File: src/rtl/core/latency_percentile_rate_tracker_macros.svh
// assertion macros for the latency percentile and rate tracker
// no dependencies; included by the top level
`ifndef LATENCY_PERCENTILE_RATE_TRACKER_MACROS_SVH
`define LATENCY_PERCENTILE_RATE_TRACKER_MACROS_SVH
`ifndef ASSERT_OFF
`define LPRT_ASSERT_SAME(label, clk, rst, ante, cons) \
   label: assert property (@(posedge clk) disable iff (rst) (ante) |-> (cons)) \
      else $error("lprt assertion failed");
`define LPRT_ASSERT_NEXT(label, clk, rst, ante, cons) \
   label: assert property (@(posedge clk) disable iff (rst) (ante) |=> (cons)) \
      else $error("lprt assertion failed");
`else
`define LPRT_ASSERT_SAME(label, clk, rst, ante, cons)
`define LPRT_ASSERT_NEXT(label, clk, rst, ante, cons)
`endif
`endif

File: src/rtl/core/lprt_pkg.sv
// shared constants and types of the latency percentile and rate tracker
// no dependencies
package lprt_pkg;
   localparam int WINDOW_DEF = 64;
   localparam int LAT_W      = 16;
   localparam int TIME_W     = 48;
   localparam int CONF_W     = 16;
   localparam int COUNT_W    = 32;
   localparam int RATE_W     = 28;
   localparam int DIV_W      = 48;

   localparam logic [RATE_W-1:0] RATE_MAX  = 28'hFFF_FFFF;
   localparam logic [CONF_W-1:0] CONF_ONE  = 16'd32768;
   localparam logic [14:0]       DECAY_Q15 = 15'd31130;
   localparam logic [DIV_W-1:0]  RATE_NUM  = 48'd256000000;
   // floor(x/5) as (x * ceil(2^34/5)) >> 34, exact for x below 2^34
   localparam logic [31:0]       RECIP_5   = 32'hCCCC_CCCD;
   localparam int                RECIP5_SH = 34;
   // floor(x/20) as (x * ceil(2^20/20)) >> 20
   localparam logic [15:0]       RECIP_20  = 16'd52429;
   localparam int                RECIP_SH  = 20;

   typedef enum logic [3:0] {
      ST_IDLE, ST_RANK, ST_SELECT, ST_RATE_GO, ST_RATE,
      ST_AVG_GO, ST_AVG, ST_COMMIT, ST_FINISH
   } state_type;

   typedef struct packed {
      logic accept;
      logic rank_init;
      logic div_start;
      logic div_avg;
      logic commit_avg;
      logic publish;
   } dp_cmd_type;

   typedef struct packed {
      logic sel_done;
      logic div_done;
      logic rate_ok;
   } dp_status_type;
endpackage

File: src/rtl/core/lprt_if.sv
// request and response channel interfaces
// depends on lprt_pkg
interface lprt_req_if;
   logic                         valid;
   logic                         ready;
   logic [lprt_pkg::LAT_W-1:0]   lat_sample;
   logic [lprt_pkg::TIME_W-1:0]  timestamp_us;
   logic [lprt_pkg::CONF_W-1:0]  confidence;
   modport source (output valid, lat_sample, timestamp_us, confidence, input ready);
   modport sink (input valid, lat_sample, timestamp_us, confidence, output ready);
endinterface

interface lprt_rsp_if;
   logic                         valid;
   logic                         ready;
   logic [lprt_pkg::COUNT_W-1:0] event_count;
   logic [lprt_pkg::LAT_W-1:0]   p95_lat;
   logic [lprt_pkg::RATE_W-1:0]  rate_q8;
   logic [lprt_pkg::CONF_W-1:0]  peak_confidence;
   modport source (output valid, event_count, p95_lat, rate_q8, peak_confidence,
                   input ready);
   modport sink (input valid, event_count, p95_lat, rate_q8, peak_confidence,
                 output ready);
endinterface

File: src/rtl/core/latency_percentile_rate_tracker.sv
// the response is published after the rank select over the n valid ring samples; a rate
// update adds a 48-step divide, an average by five and a commit
// one request in flight; the next request is taken the cycle after publish
// while the finished response waits in the output register
// reset: synchronous, active high; the ring needs no clearing, counters start at zero
module latency_percentile_rate_tracker #(
   parameter int WINDOW = lprt_pkg::WINDOW_DEF
) (
   input  logic clock,
   input  logic reset,
   lprt_req_if.sink   req,
   lprt_rsp_if.source rsp
);
   import lprt_pkg::*;
   `include "latency_percentile_rate_tracker_macros.svh"

   dp_cmd_type    cmd;
   dp_status_type status;

   lprt_ctrl u_ctrl (
      .clock     (clock),
      .reset     (reset),
      .req_valid (req.valid),
      .req_ready (req.ready),
      .rsp_ready (rsp.ready),
      .rsp_valid (rsp.valid),
      .status    (status),
      .cmd       (cmd)
   );

   lprt_dp #(.WINDOW(WINDOW)) u_dp (
      .clock           (clock),
      .reset           (reset),
      .cmd             (cmd),
      .status          (status),
      .lat_sample      (req.lat_sample),
      .timestamp_us    (req.timestamp_us),
      .confidence      (req.confidence),
      .event_count     (rsp.event_count),
      .p95_lat         (rsp.p95_lat),
      .rate_q8         (rsp.rate_q8),
      .peak_confidence (rsp.peak_confidence)
   );

   `LPRT_ASSERT_NEXT(a_busy_after_req, clock, reset, req.valid && req.ready, !req.ready)
   `LPRT_ASSERT_SAME(a_publish_slot_free, clock, reset, cmd.publish, !rsp.valid || rsp.ready)
   `LPRT_ASSERT_NEXT(a_publish_shows, clock, reset, cmd.publish, rsp.valid)
endmodule

File: src/rtl/core/lprt_dp.sv
// datapath: latency ring, radix rank select, serial rate divider, average, peak decay
// depends on lprt_pkg
module lprt_dp #(
   parameter int WINDOW = lprt_pkg::WINDOW_DEF
) (
   input  logic                         clock,
   input  logic                         reset,
   input  lprt_pkg::dp_cmd_type         cmd,
   output lprt_pkg::dp_status_type      status,
   input  logic [lprt_pkg::LAT_W-1:0]   lat_sample,
   input  logic [lprt_pkg::TIME_W-1:0]  timestamp_us,
   input  logic [lprt_pkg::CONF_W-1:0]  confidence,
   output logic [lprt_pkg::COUNT_W-1:0] event_count,
   output logic [lprt_pkg::LAT_W-1:0]   p95_lat,
   output logic [lprt_pkg::RATE_W-1:0]  rate_q8,
   output logic [lprt_pkg::CONF_W-1:0]  peak_confidence
);
   import lprt_pkg::*;

   localparam int IDX_W = (WINDOW > 1) ? $clog2(WINDOW) : 1;
   localparam int CNT_W = $clog2(WINDOW + 1);
   localparam int X_W   = CNT_W + 5;
   localparam int P_W   = X_W + 16;
   localparam logic [CNT_W-1:0] WIN_N  = CNT_W'(WINDOW);
   localparam logic [IDX_W-1:0] WIN_LAST = IDX_W'(WINDOW - 1);

   logic [LAT_W-1:0] ring [WINDOW];

   logic [IDX_W-1:0]   wpos_ff, wpos_in;
   logic [CNT_W-1:0]   vcnt_ff, vcnt_in;
   logic [COUNT_W-1:0] total_ff, total_in;
   logic [TIME_W-1:0]  prev_ff, prev_in;
   logic [TIME_W-1:0]  dt_ff, dt_in;
   logic               rate_ok_ff, rate_ok_in;
   logic [RATE_W-1:0]  avg_ff, avg_in;
   logic [CONF_W-1:0]  peak_ff, peak_in;

   logic               sel_run_ff, sel_run_in;
   logic [LAT_W-1:0]   prefix_ff, prefix_in;
   logic [3:0]         bit_ff, bit_in;
   logic [IDX_W-1:0]   k_ff, k_in;
   logic [CNT_W-1:0]   cnt_ff, cnt_in;
   logic [CNT_W-1:0]   raddr_ff, raddr_in;
   logic               pend_ff, pend_in;
   logic [LAT_W-1:0]   rdata_ff;

   logic               div_run_ff, div_run_in;
   logic               avg_run_ff, avg_run_in;
   logic [5:0]         div_cnt_ff, div_cnt_in;
   logic [DIV_W-1:0]   num_ff, num_in;
   logic [DIV_W-1:0]   den_ff, den_in;
   logic [DIV_W-1:0]   rem_ff, rem_in;

   logic [LAT_W-1:0]   out_p95_ff, out_p95_in;
   logic [COUNT_W-1:0] out_cnt_ff, out_cnt_in;
   logic [RATE_W-1:0]  out_rate_ff, out_rate_in;
   logic [CONF_W-1:0]  out_peak_ff, out_peak_in;

   logic [TIME_W-1:0]  diff;
   logic [CONF_W-1:0]  conf_sat;
   logic [30:0]        decay_prod;
   logic [X_W-1:0]     rank_x;
   logic [P_W-1:0]     rank_prod;
   logic               issue, pass_end, match;
   logic [16:0]        hi_mask;
   logic [DIV_W:0]     trial;
   logic [63:0]        avg_prod;
   logic               sel_done, div_done;

   always_ff @(posedge clock) begin
      if (cmd.accept) begin
         ring[wpos_ff] <= lat_sample;
      end
      rdata_ff <= ring[raddr_ff[IDX_W-1:0]];
   end

   always_comb begin
      diff       = timestamp_us - prev_ff;
      conf_sat   = (confidence > CONF_ONE) ? CONF_ONE : confidence;
      decay_prod = 31'(peak_ff) * 31'(DECAY_Q15);
      rank_x     = X_W'(vcnt_ff) * X_W'(19);
      rank_prod  = P_W'(rank_x) * P_W'(RECIP_20);
      issue      = raddr_ff != vcnt_ff;
      pass_end   = !issue && !pend_ff;
      // bits above the one under test
      hi_mask    = 17'h1FFFF << ({1'b0, bit_ff} + 5'd1);
      match      = (((rdata_ff ^ prefix_ff) & hi_mask[15:0]) == '0) && !rdata_ff[bit_ff];
      trial      = {rem_ff, num_ff[DIV_W-1]};
      avg_prod   = 64'(num_ff[31:0]) * 64'(RECIP_5);
   end

   always_comb begin
      wpos_in = wpos_ff;  vcnt_in = vcnt_ff;  total_in = total_ff;
      prev_in = prev_ff;  dt_in = dt_ff;      rate_ok_in = rate_ok_ff;
      avg_in  = avg_ff;   peak_in = peak_ff;
      if (cmd.accept) begin
         wpos_in    = (wpos_ff == WIN_LAST) ? '0 : wpos_ff + 1'b1;
         vcnt_in    = (vcnt_ff == WIN_N) ? vcnt_ff : vcnt_ff + 1'b1;
         total_in   = total_ff + 1'b1;
         prev_in    = timestamp_us;
         dt_in      = diff;
         rate_ok_in = (prev_ff != '0) && (diff != '0) && !diff[TIME_W-1];
         peak_in    = (conf_sat > peak_ff) ? conf_sat : decay_prod[30:15];
      end
      if (cmd.commit_avg) begin
         avg_in = (num_ff > DIV_W'(RATE_MAX)) ? RATE_MAX : num_ff[RATE_W-1:0];
      end
   end

   always_comb begin
      sel_run_in = sel_run_ff; prefix_in = prefix_ff; bit_in = bit_ff;
      k_in = k_ff; cnt_in = cnt_ff; raddr_in = raddr_ff; pend_in = 1'b0;
      sel_done = 1'b0;
      if (cmd.rank_init) begin
         sel_run_in = 1'b1;
         prefix_in  = '0;
         bit_in     = 4'd15;
         k_in       = rank_prod[RECIP_SH +: IDX_W];
         cnt_in     = '0;
         raddr_in   = '0;
      end else if (sel_run_ff) begin
         pend_in = issue;
         if (issue) begin
            raddr_in = raddr_ff + 1'b1;
         end
         if (pend_ff && match) begin
            cnt_in = cnt_ff + 1'b1;
         end
         if (pass_end) begin
            if (CNT_W'(k_ff) >= cnt_ff) begin
               prefix_in[bit_ff] = 1'b1;
               k_in = IDX_W'(CNT_W'(k_ff) - cnt_ff);
            end
            cnt_in   = '0;
            raddr_in = '0;
            bit_in   = bit_ff - 4'd1;
            if (bit_ff == 4'd0) begin
               sel_run_in = 1'b0;
               sel_done   = 1'b1;
            end
         end
      end
   end

   always_comb begin
      div_run_in = div_run_ff; div_cnt_in = div_cnt_ff; avg_run_in = 1'b0;
      num_in = num_ff; den_in = den_ff; rem_in = rem_ff;
      div_done = (div_run_ff && (div_cnt_ff == '0)) || avg_run_ff;
      if (cmd.div_start) begin
         if (cmd.div_avg) begin
            num_in     = DIV_W'({avg_ff, 2'b00}) + DIV_W'(num_ff[RATE_W-1:0]) + DIV_W'(2);
            avg_run_in = 1'b1;
         end else begin
            div_run_in = 1'b1;
            div_cnt_in = 6'(DIV_W - 1);
            rem_in     = '0;
            num_in     = RATE_NUM + (dt_ff >> 1);
            den_in     = dt_ff;
         end
      end else if (avg_run_ff) begin
         // the sum stays below 2^31, so the low word carries it
         num_in = DIV_W'(avg_prod[63:RECIP5_SH]);
      end else if (div_run_ff) begin
         // one restoring step per cycle, quotient shifts into num
         if (trial >= {1'b0, den_ff}) begin
            rem_in = DIV_W'(trial - {1'b0, den_ff});
            num_in = {num_ff[DIV_W-2:0], 1'b1};
         end else begin
            rem_in = trial[DIV_W-1:0];
            num_in = {num_ff[DIV_W-2:0], 1'b0};
         end
         div_cnt_in = div_cnt_ff - 6'd1;
         if (div_cnt_ff == '0) begin
            div_run_in = 1'b0;
         end
      end
   end

   assign status = {sel_done, div_done, rate_ok_ff};

   always_comb begin
      out_p95_in = out_p95_ff; out_cnt_in = out_cnt_ff;
      out_rate_in = out_rate_ff; out_peak_in = out_peak_ff;
      if (cmd.publish) begin
         out_p95_in  = prefix_ff;
         out_cnt_in  = total_ff;
         out_rate_in = avg_ff;
         out_peak_in = peak_ff;
      end
   end

   always_ff @(posedge clock) begin
      if (reset) begin
         wpos_ff <= '0;  vcnt_ff <= '0;  total_ff <= '0;  prev_ff <= '0;
         avg_ff <= '0;   peak_ff <= '0;  rate_ok_ff <= 1'b0;
         sel_run_ff <= 1'b0;  pend_ff <= 1'b0;  raddr_ff <= '0;
         div_run_ff <= 1'b0;  div_cnt_ff <= '0;  avg_run_ff <= 1'b0;
      end else begin
         wpos_ff <= wpos_in;  vcnt_ff <= vcnt_in;  total_ff <= total_in;
         prev_ff <= prev_in;  avg_ff <= avg_in;    peak_ff <= peak_in;
         rate_ok_ff <= rate_ok_in;
         sel_run_ff <= sel_run_in;  pend_ff <= pend_in;  raddr_ff <= raddr_in;
         div_run_ff <= div_run_in;  div_cnt_ff <= div_cnt_in;  avg_run_ff <= avg_run_in;
      end
   end

   always_ff @(posedge clock) begin
      dt_ff <= dt_in;  prefix_ff <= prefix_in;  bit_ff <= bit_in;
      k_ff <= k_in;    cnt_ff <= cnt_in;
      num_ff <= num_in;  den_ff <= den_in;  rem_ff <= rem_in;
      out_p95_ff <= out_p95_in;  out_cnt_ff <= out_cnt_in;
      out_rate_ff <= out_rate_in;  out_peak_ff <= out_peak_in;
   end

   assign event_count     = out_cnt_ff;
   assign p95_lat         = out_p95_ff;
   assign rate_q8         = out_rate_ff;
   assign peak_confidence = out_peak_ff;
endmodule

File: src/rtl/core/lprt_ctrl.sv
// controller: sequences ring write, rank select, rate and average divisions
// depends on lprt_pkg
module lprt_ctrl (
   input  logic                    clock,
   input  logic                    reset,
   input  logic                    req_valid,
   output logic                    req_ready,
   input  logic                    rsp_ready,
   output logic                    rsp_valid,
   input  lprt_pkg::dp_status_type status,
   output lprt_pkg::dp_cmd_type    cmd
);
   import lprt_pkg::*;

   state_type state_ff, state_in;
   logic      rsp_valid_ff, rsp_valid_in;
   logic      slot_free;

   assign slot_free = !rsp_valid_ff || rsp_ready;

   always_comb begin
      state_in = state_ff;
      case (state_ff)
         ST_IDLE:    if (req_valid) state_in = ST_RANK;
         ST_RANK:    state_in = ST_SELECT;
         ST_SELECT: begin
            if (status.sel_done) state_in = status.rate_ok ? ST_RATE_GO : ST_FINISH;
         end
         ST_RATE_GO: state_in = ST_RATE;
         ST_RATE:    if (status.div_done) state_in = ST_AVG_GO;
         ST_AVG_GO:  state_in = ST_AVG;
         ST_AVG:     if (status.div_done) state_in = ST_COMMIT;
         ST_COMMIT:  state_in = ST_FINISH;
         ST_FINISH:  if (slot_free) state_in = ST_IDLE;
         default:    state_in = ST_IDLE;
      endcase
   end

   always_comb begin
      cmd       = '0;
      req_ready = 1'b0;
      case (state_ff)
         ST_IDLE: begin
            req_ready  = 1'b1;
            cmd.accept = req_valid;
         end
         ST_RANK:    cmd.rank_init = 1'b1;
         ST_RATE_GO: cmd.div_start = 1'b1;
         ST_AVG_GO: begin
            cmd.div_start = 1'b1;
            cmd.div_avg   = 1'b1;
         end
         ST_COMMIT:  cmd.commit_avg = 1'b1;
         ST_FINISH:  cmd.publish = slot_free;
         default:    cmd = '0;
      endcase
   end

   always_comb begin
      if (cmd.publish) begin
         rsp_valid_in = 1'b1;
      end else if (rsp_ready) begin
         rsp_valid_in = 1'b0;
      end else begin
         rsp_valid_in = rsp_valid_ff;
      end
   end

   always_ff @(posedge clock) begin
      if (reset) begin
         state_ff     <= ST_IDLE;
         rsp_valid_ff <= 1'b0;
      end else begin
         state_ff     <= state_in;
         rsp_valid_ff <= rsp_valid_in;
      end
   end

   assign rsp_valid = rsp_valid_ff;
endmodule
File: src/flat_wrapper.sv
// flat-port wrapper written by rule: the top's interface ports become plain ports
module latency_percentile_rate_tracker_flat import lprt_pkg::*;
#(
   parameter int WINDOW = lprt_pkg::WINDOW_DEF
)
  (clock, reset, req_valid, req_lat_sample, req_timestamp_us, req_confidence, req_ready, rsp_valid, rsp_event_count, rsp_p95_lat, rsp_rate_q8, rsp_peak_confidence, rsp_ready);
  lprt_req_if req_i ();
  lprt_rsp_if rsp_i ();
  input  logic clock;
  input  logic reset;
  input wire logic [$bits(req_i.valid)-1:0] req_valid;
  input wire logic [$bits(req_i.lat_sample)-1:0] req_lat_sample;
  input wire logic [$bits(req_i.timestamp_us)-1:0] req_timestamp_us;
  input wire logic [$bits(req_i.confidence)-1:0] req_confidence;
  output wire logic [$bits(req_i.ready)-1:0] req_ready;
  output wire logic [$bits(rsp_i.valid)-1:0] rsp_valid;
  output wire logic [$bits(rsp_i.event_count)-1:0] rsp_event_count;
  output wire logic [$bits(rsp_i.p95_lat)-1:0] rsp_p95_lat;
  output wire logic [$bits(rsp_i.rate_q8)-1:0] rsp_rate_q8;
  output wire logic [$bits(rsp_i.peak_confidence)-1:0] rsp_peak_confidence;
  input wire logic [$bits(rsp_i.ready)-1:0] rsp_ready;
  assign req_i.valid = req_valid;
  assign req_i.lat_sample = req_lat_sample;
  assign req_i.timestamp_us = req_timestamp_us;
  assign req_i.confidence = req_confidence;
  assign req_ready = req_i.ready;
  assign rsp_valid = rsp_i.valid;
  assign rsp_event_count = rsp_i.event_count;
  assign rsp_p95_lat = rsp_i.p95_lat;
  assign rsp_rate_q8 = rsp_i.rate_q8;
  assign rsp_peak_confidence = rsp_i.peak_confidence;
  assign rsp_i.ready = rsp_ready;
  latency_percentile_rate_tracker #(.WINDOW(WINDOW)) u_core (.clock(clock), .reset(reset), .req(req_i), .rsp(rsp_i));
endmodule
File: config.mk
export PLATFORM = sky130hd
export DESIGN_NAME = latency_percentile_rate_tracker_flat
export DESIGN_NICKNAME = d
export VERILOG_FILES = /design/src/rtl/core/lprt_pkg.sv /design/src/rtl/core/lprt_if.sv /design/src/rtl/core/latency_percentile_rate_tracker.sv /design/src/rtl/core/lprt_dp.sv /design/src/rtl/core/lprt_ctrl.sv /design/src/flat_wrapper.sv
export VERILOG_INCLUDE_DIRS = /design/src /design/src/rtl/core
export SDC_FILE = /design/constraint.sdc
export NUM_CORES = 2
export LEC_CHECK = 0
export ABC_CLOCK_PERIOD_IN_PS = 8100
export BUFFER_PORTS_ARGS = -buffer_cell sky130_fd_sc_hd__buf_2
export CORE_MARGIN = 2
export CORE_UTILIZATION = 30
export CTS_CLUSTER_DIAMETER = 30
export CTS_CLUSTER_SIZE = 10
export DETAILED_ROUTE_END_ITERATION = 12
export PLACE_DENSITY = 0.47
export SLEW_MARGIN = 10
export SYNTH_ARGS = -nofsm -noshare
export SYNTH_HDL_FRONTEND = slang
export SYNTH_SLANG_ARGS = --single-unit
File: constraint.sdc
create_clock -name clock -period 8.1 [get_ports clock]
set_input_delay 1.62 -clock clock [delete_from_list [all_inputs] [get_ports clock]]
set_output_delay 1.62 -clock clock [all_outputs]
set_load 0.02 [all_outputs]
==> flow_summary.yaml <==
drt:
  ant_nets: 0
  num_vias: 55600
  avgViaCountPerCell: 4.80
  wl_per_cell_um: 22.8
  detail_route.iter0.violations: 3874
  drc_errors: 0
  dr.pass1.iters: 7
  wl_mm: 264
global_route:
  track_usage: 0.174
  grt_use_met3: 0.0298
  overflow: 0
  grt_pass1_wl_mm: 392
  grt_util_met1: 0.233
  antenna_found_initial: 15
  met2_usage: 0.284
  grt_max_degree: 117
  grt_busiest_layer: "met2"
  grt_pass1_vias: 58800
timing:
  max_freq_mhz: 129
  slew_headroom: 0.237
  worst_slew_pin_slew_ns: 1.14
  setup_viol: 0
  skew_ns: 0.0782
  min_period_ns: 7.78
  slew_viol_final: 0
  holdWs_ns: 0.420
  period_share: 0.960
  finalHoldViolations: 0
worst_setup_path:
  crit_type: "reg -> reg"
  max_stage_delay_ns: 0.61
  critPathRequiredTime_ns: 8.71
  timing.rr.start: "u_core.u_dp.num_ff[7]"
  worst_setup_path_end_kind: "flip-flop"
  start_kind: "flip-flop"
  cp-startpoint: "u_core.u_dp.num_ff[7]"
  path_max_fanout: 5
  critPathArrivalTime_ns: 8.39
  worst_path_max_delay_cell: "fa_1"
  rrSetupSlack_ns: 0.32
cells_and_area:
  fin_nets: 8655
  ff_latch_area_um2: 43500
  multi_input_area_um2: 41900
  nFillCells: 28700
  final_core_util: 0.369
  area_growth_pct: 22.2
  drive_gt1_frac: 0.196
  stdcell_area_um2: 110000
yosys:
  yosys_warnings: 0
  syn_area_um2: 89800
  ys.flop_type: "edfxtp_1"
  synth_cells: 6694
  ys_types: 101
  synth_nets: 8019
  ys_seq_area_frac: 0.485
  async_flop_share: 0
  synth-edff-count: 1314
  syn_area_per_cell_um2: 13.4
  synth-seq-cells: 1517
placement:
  numPortBuffers: 177
  placed_area_um2: 97100
  gp_congestion: 0.909
  hpwl_mm: 196
floorplanning:
  boundaryPins: 178
  initial_core_util: 0.302
  die_w_um: 551
  die_y_um: 551
  row_count: 200
  dieArea_um2: 304000
  core_um2: 297000
clocking:
  clock_sinks: 1517
  htree_levels: 5
  cts_tree: "built"
  path_clk_slew_ns: 0.04
  numCtsBuffers: 364
  worstSkewPairLatency_ns: 0.90
  cts_max_path_buffers: 4
  cts-root-buf: "clkbuf_16"
min_path:
  hold_path.class: "reg -> reg"
  hold_start: "u_core.u_dp.dt_ff[1]"
flow_run:
  cap_violations: 0
status:
  status: "complete, no violations"
-- cell usage after synthesis (92+ instances only) --
cell type	instances	share of area
edfxtp_1	1314	0.44
inv_1	971	0.041
ha_1	692	0.096
fa_1	549	0.12
nor2_1	404	0.017
mux4_2	340	0.085
nand2_1	297	0.012
a21oi_1	274	0.015
dfxtp_1	203	0.045
o21ai_0	154	0.0086
clkbuf_1	145	0.0061
xnor2_1	140	0.014
xor2_1	125	0.012
a21o_1	102	0.0085
nor3_1	97	0.0054
nand3_1	92	0.0051
-- routing by layer --
metal / vias up / wire length (µm)
met4: 0 / 9320
li1: 25600 / -
met1: 28400 / 117000
met3: 389 / 12700
met2: 1324 / 126000
met5: - / 0
-- worst max-delay path, delay by kind of cell (launching register included) --
kind / cells / cell delay, ns
AND/OR/NAND/NOR: 6 / 1.15
flip-flops: 1 / 0.42
buffers and inverters: 8 / 0.69
multiplexers: 1 / 0.15
adder cells (fa/ha/maj): 9 / 4.40
AO/OA/AOI/OAI: 4 / 0.75
-- per-stage QoR --
stage / setup WS, ns / TNS (ns) / cells
after CTS: 0.120 / 0 / 11600
final: 0.320 / 0 / 11600
after detailed placement: 0.0175 / 0 / 10900
after global placement: -0.0201 / -0.0287 / 10900
after floorplan: 0.704 / 0 / 6694
after global routing: -0.00272 / -0.00272 / 11600
-- cells in the final DEF, fill, tap and decap left out, types with 48 or more instances in the layout --
cell type,n
edfxtp_1,1314
inv_1,969
ha_1,692
fa_1,546
nor2_1,401
clkbuf_16,370
mux4_2,340
buf_4,305
nand2_1,295
a21oi_1,272
dfxtp_1,198
buf_2,162
o21ai_0,151
xnor2_1,140
xor2_1,125
a21o_1,102
nor3_1,96
nand3_1,92
clkinv_2,60
nor2b_1,51
mux2i_1,50
nand4_1,48
-- final timing paths --
check / end / depth (start not counted)
hold reg to reg: u_core.u_dp.den_ff[1] / 0
setup reg to reg: u_core.u_dp.num_ff[24] / 28
hold / removal: u_core.u_dp.den_ff[1] / 0
setup / recovery: u_core.u_dp.num_ff[24] / 28
-- cells by family after synthesis --
kind of cell	count (synthesis)	share of synthesized area
flip-flops	1517	0.485
adder cells (fa/ha/maj)	1241	0.219
AND/OR/NAND/NOR	1221	0.0643
buffers and inverters	1172	0.0495
AO/OA/AOI/OAI	879	0.0649
multiplexers	399	0.0920
XOR/XNOR	265	0.0258
-- registers in the layout, indices dropped and copies added (netlist names), 7 cells and up --
register,flops
u_core.u_dp.peak_confidence,16
u_core.u_dp.num_ff,48
u_core.u_dp.event_count,32
u_core.u_dp.peak_ff,16
u_core.u_dp.avg_ff,28
u_core.u_dp.dt_ff,48
u_core.u_dp.prev_ff,48
u_core.u_dp.raddr_ff,7
u_core.u_dp.cnt_ff,7
u_core.u_dp.rem_ff,48
u_core.u_dp.rdata_ff,16
u_core.u_dp.rate_q8,28
u_core.u_dp.vcnt_ff,7
u_core.u_dp.ring,1024
u_core.u_dp.prefix_ff,16
u_core.u_dp.p95_lat,16
u_core.u_dp.total_ff,32
u_core.u_dp.den_ff,48
-- repair_timing --
item / CTS / global route
resized for setup: 1 / 19
setup buffers: 0 / 1
hold buffers: 0 / 0
pin swaps: 0 / 5
endpoints found under the setup margin: 2 / 26
-- layout make-up --
class	count	area share
Antenna cell	9	0.000205
Clock buffer	422	0.0871
Clock inverter	252	0.0270
Inverter	971	0.0333
Multi-Input combinational cell	4005	0.382
Sequential cell	1517	0.397
Tap cell	3939	0.0449
Timing Repair Buffer	471	0.0289
Power is left out: the tool's default activity adds up to more than one toggle a clock period on the data nets, which glitch-free logic cannot reach.
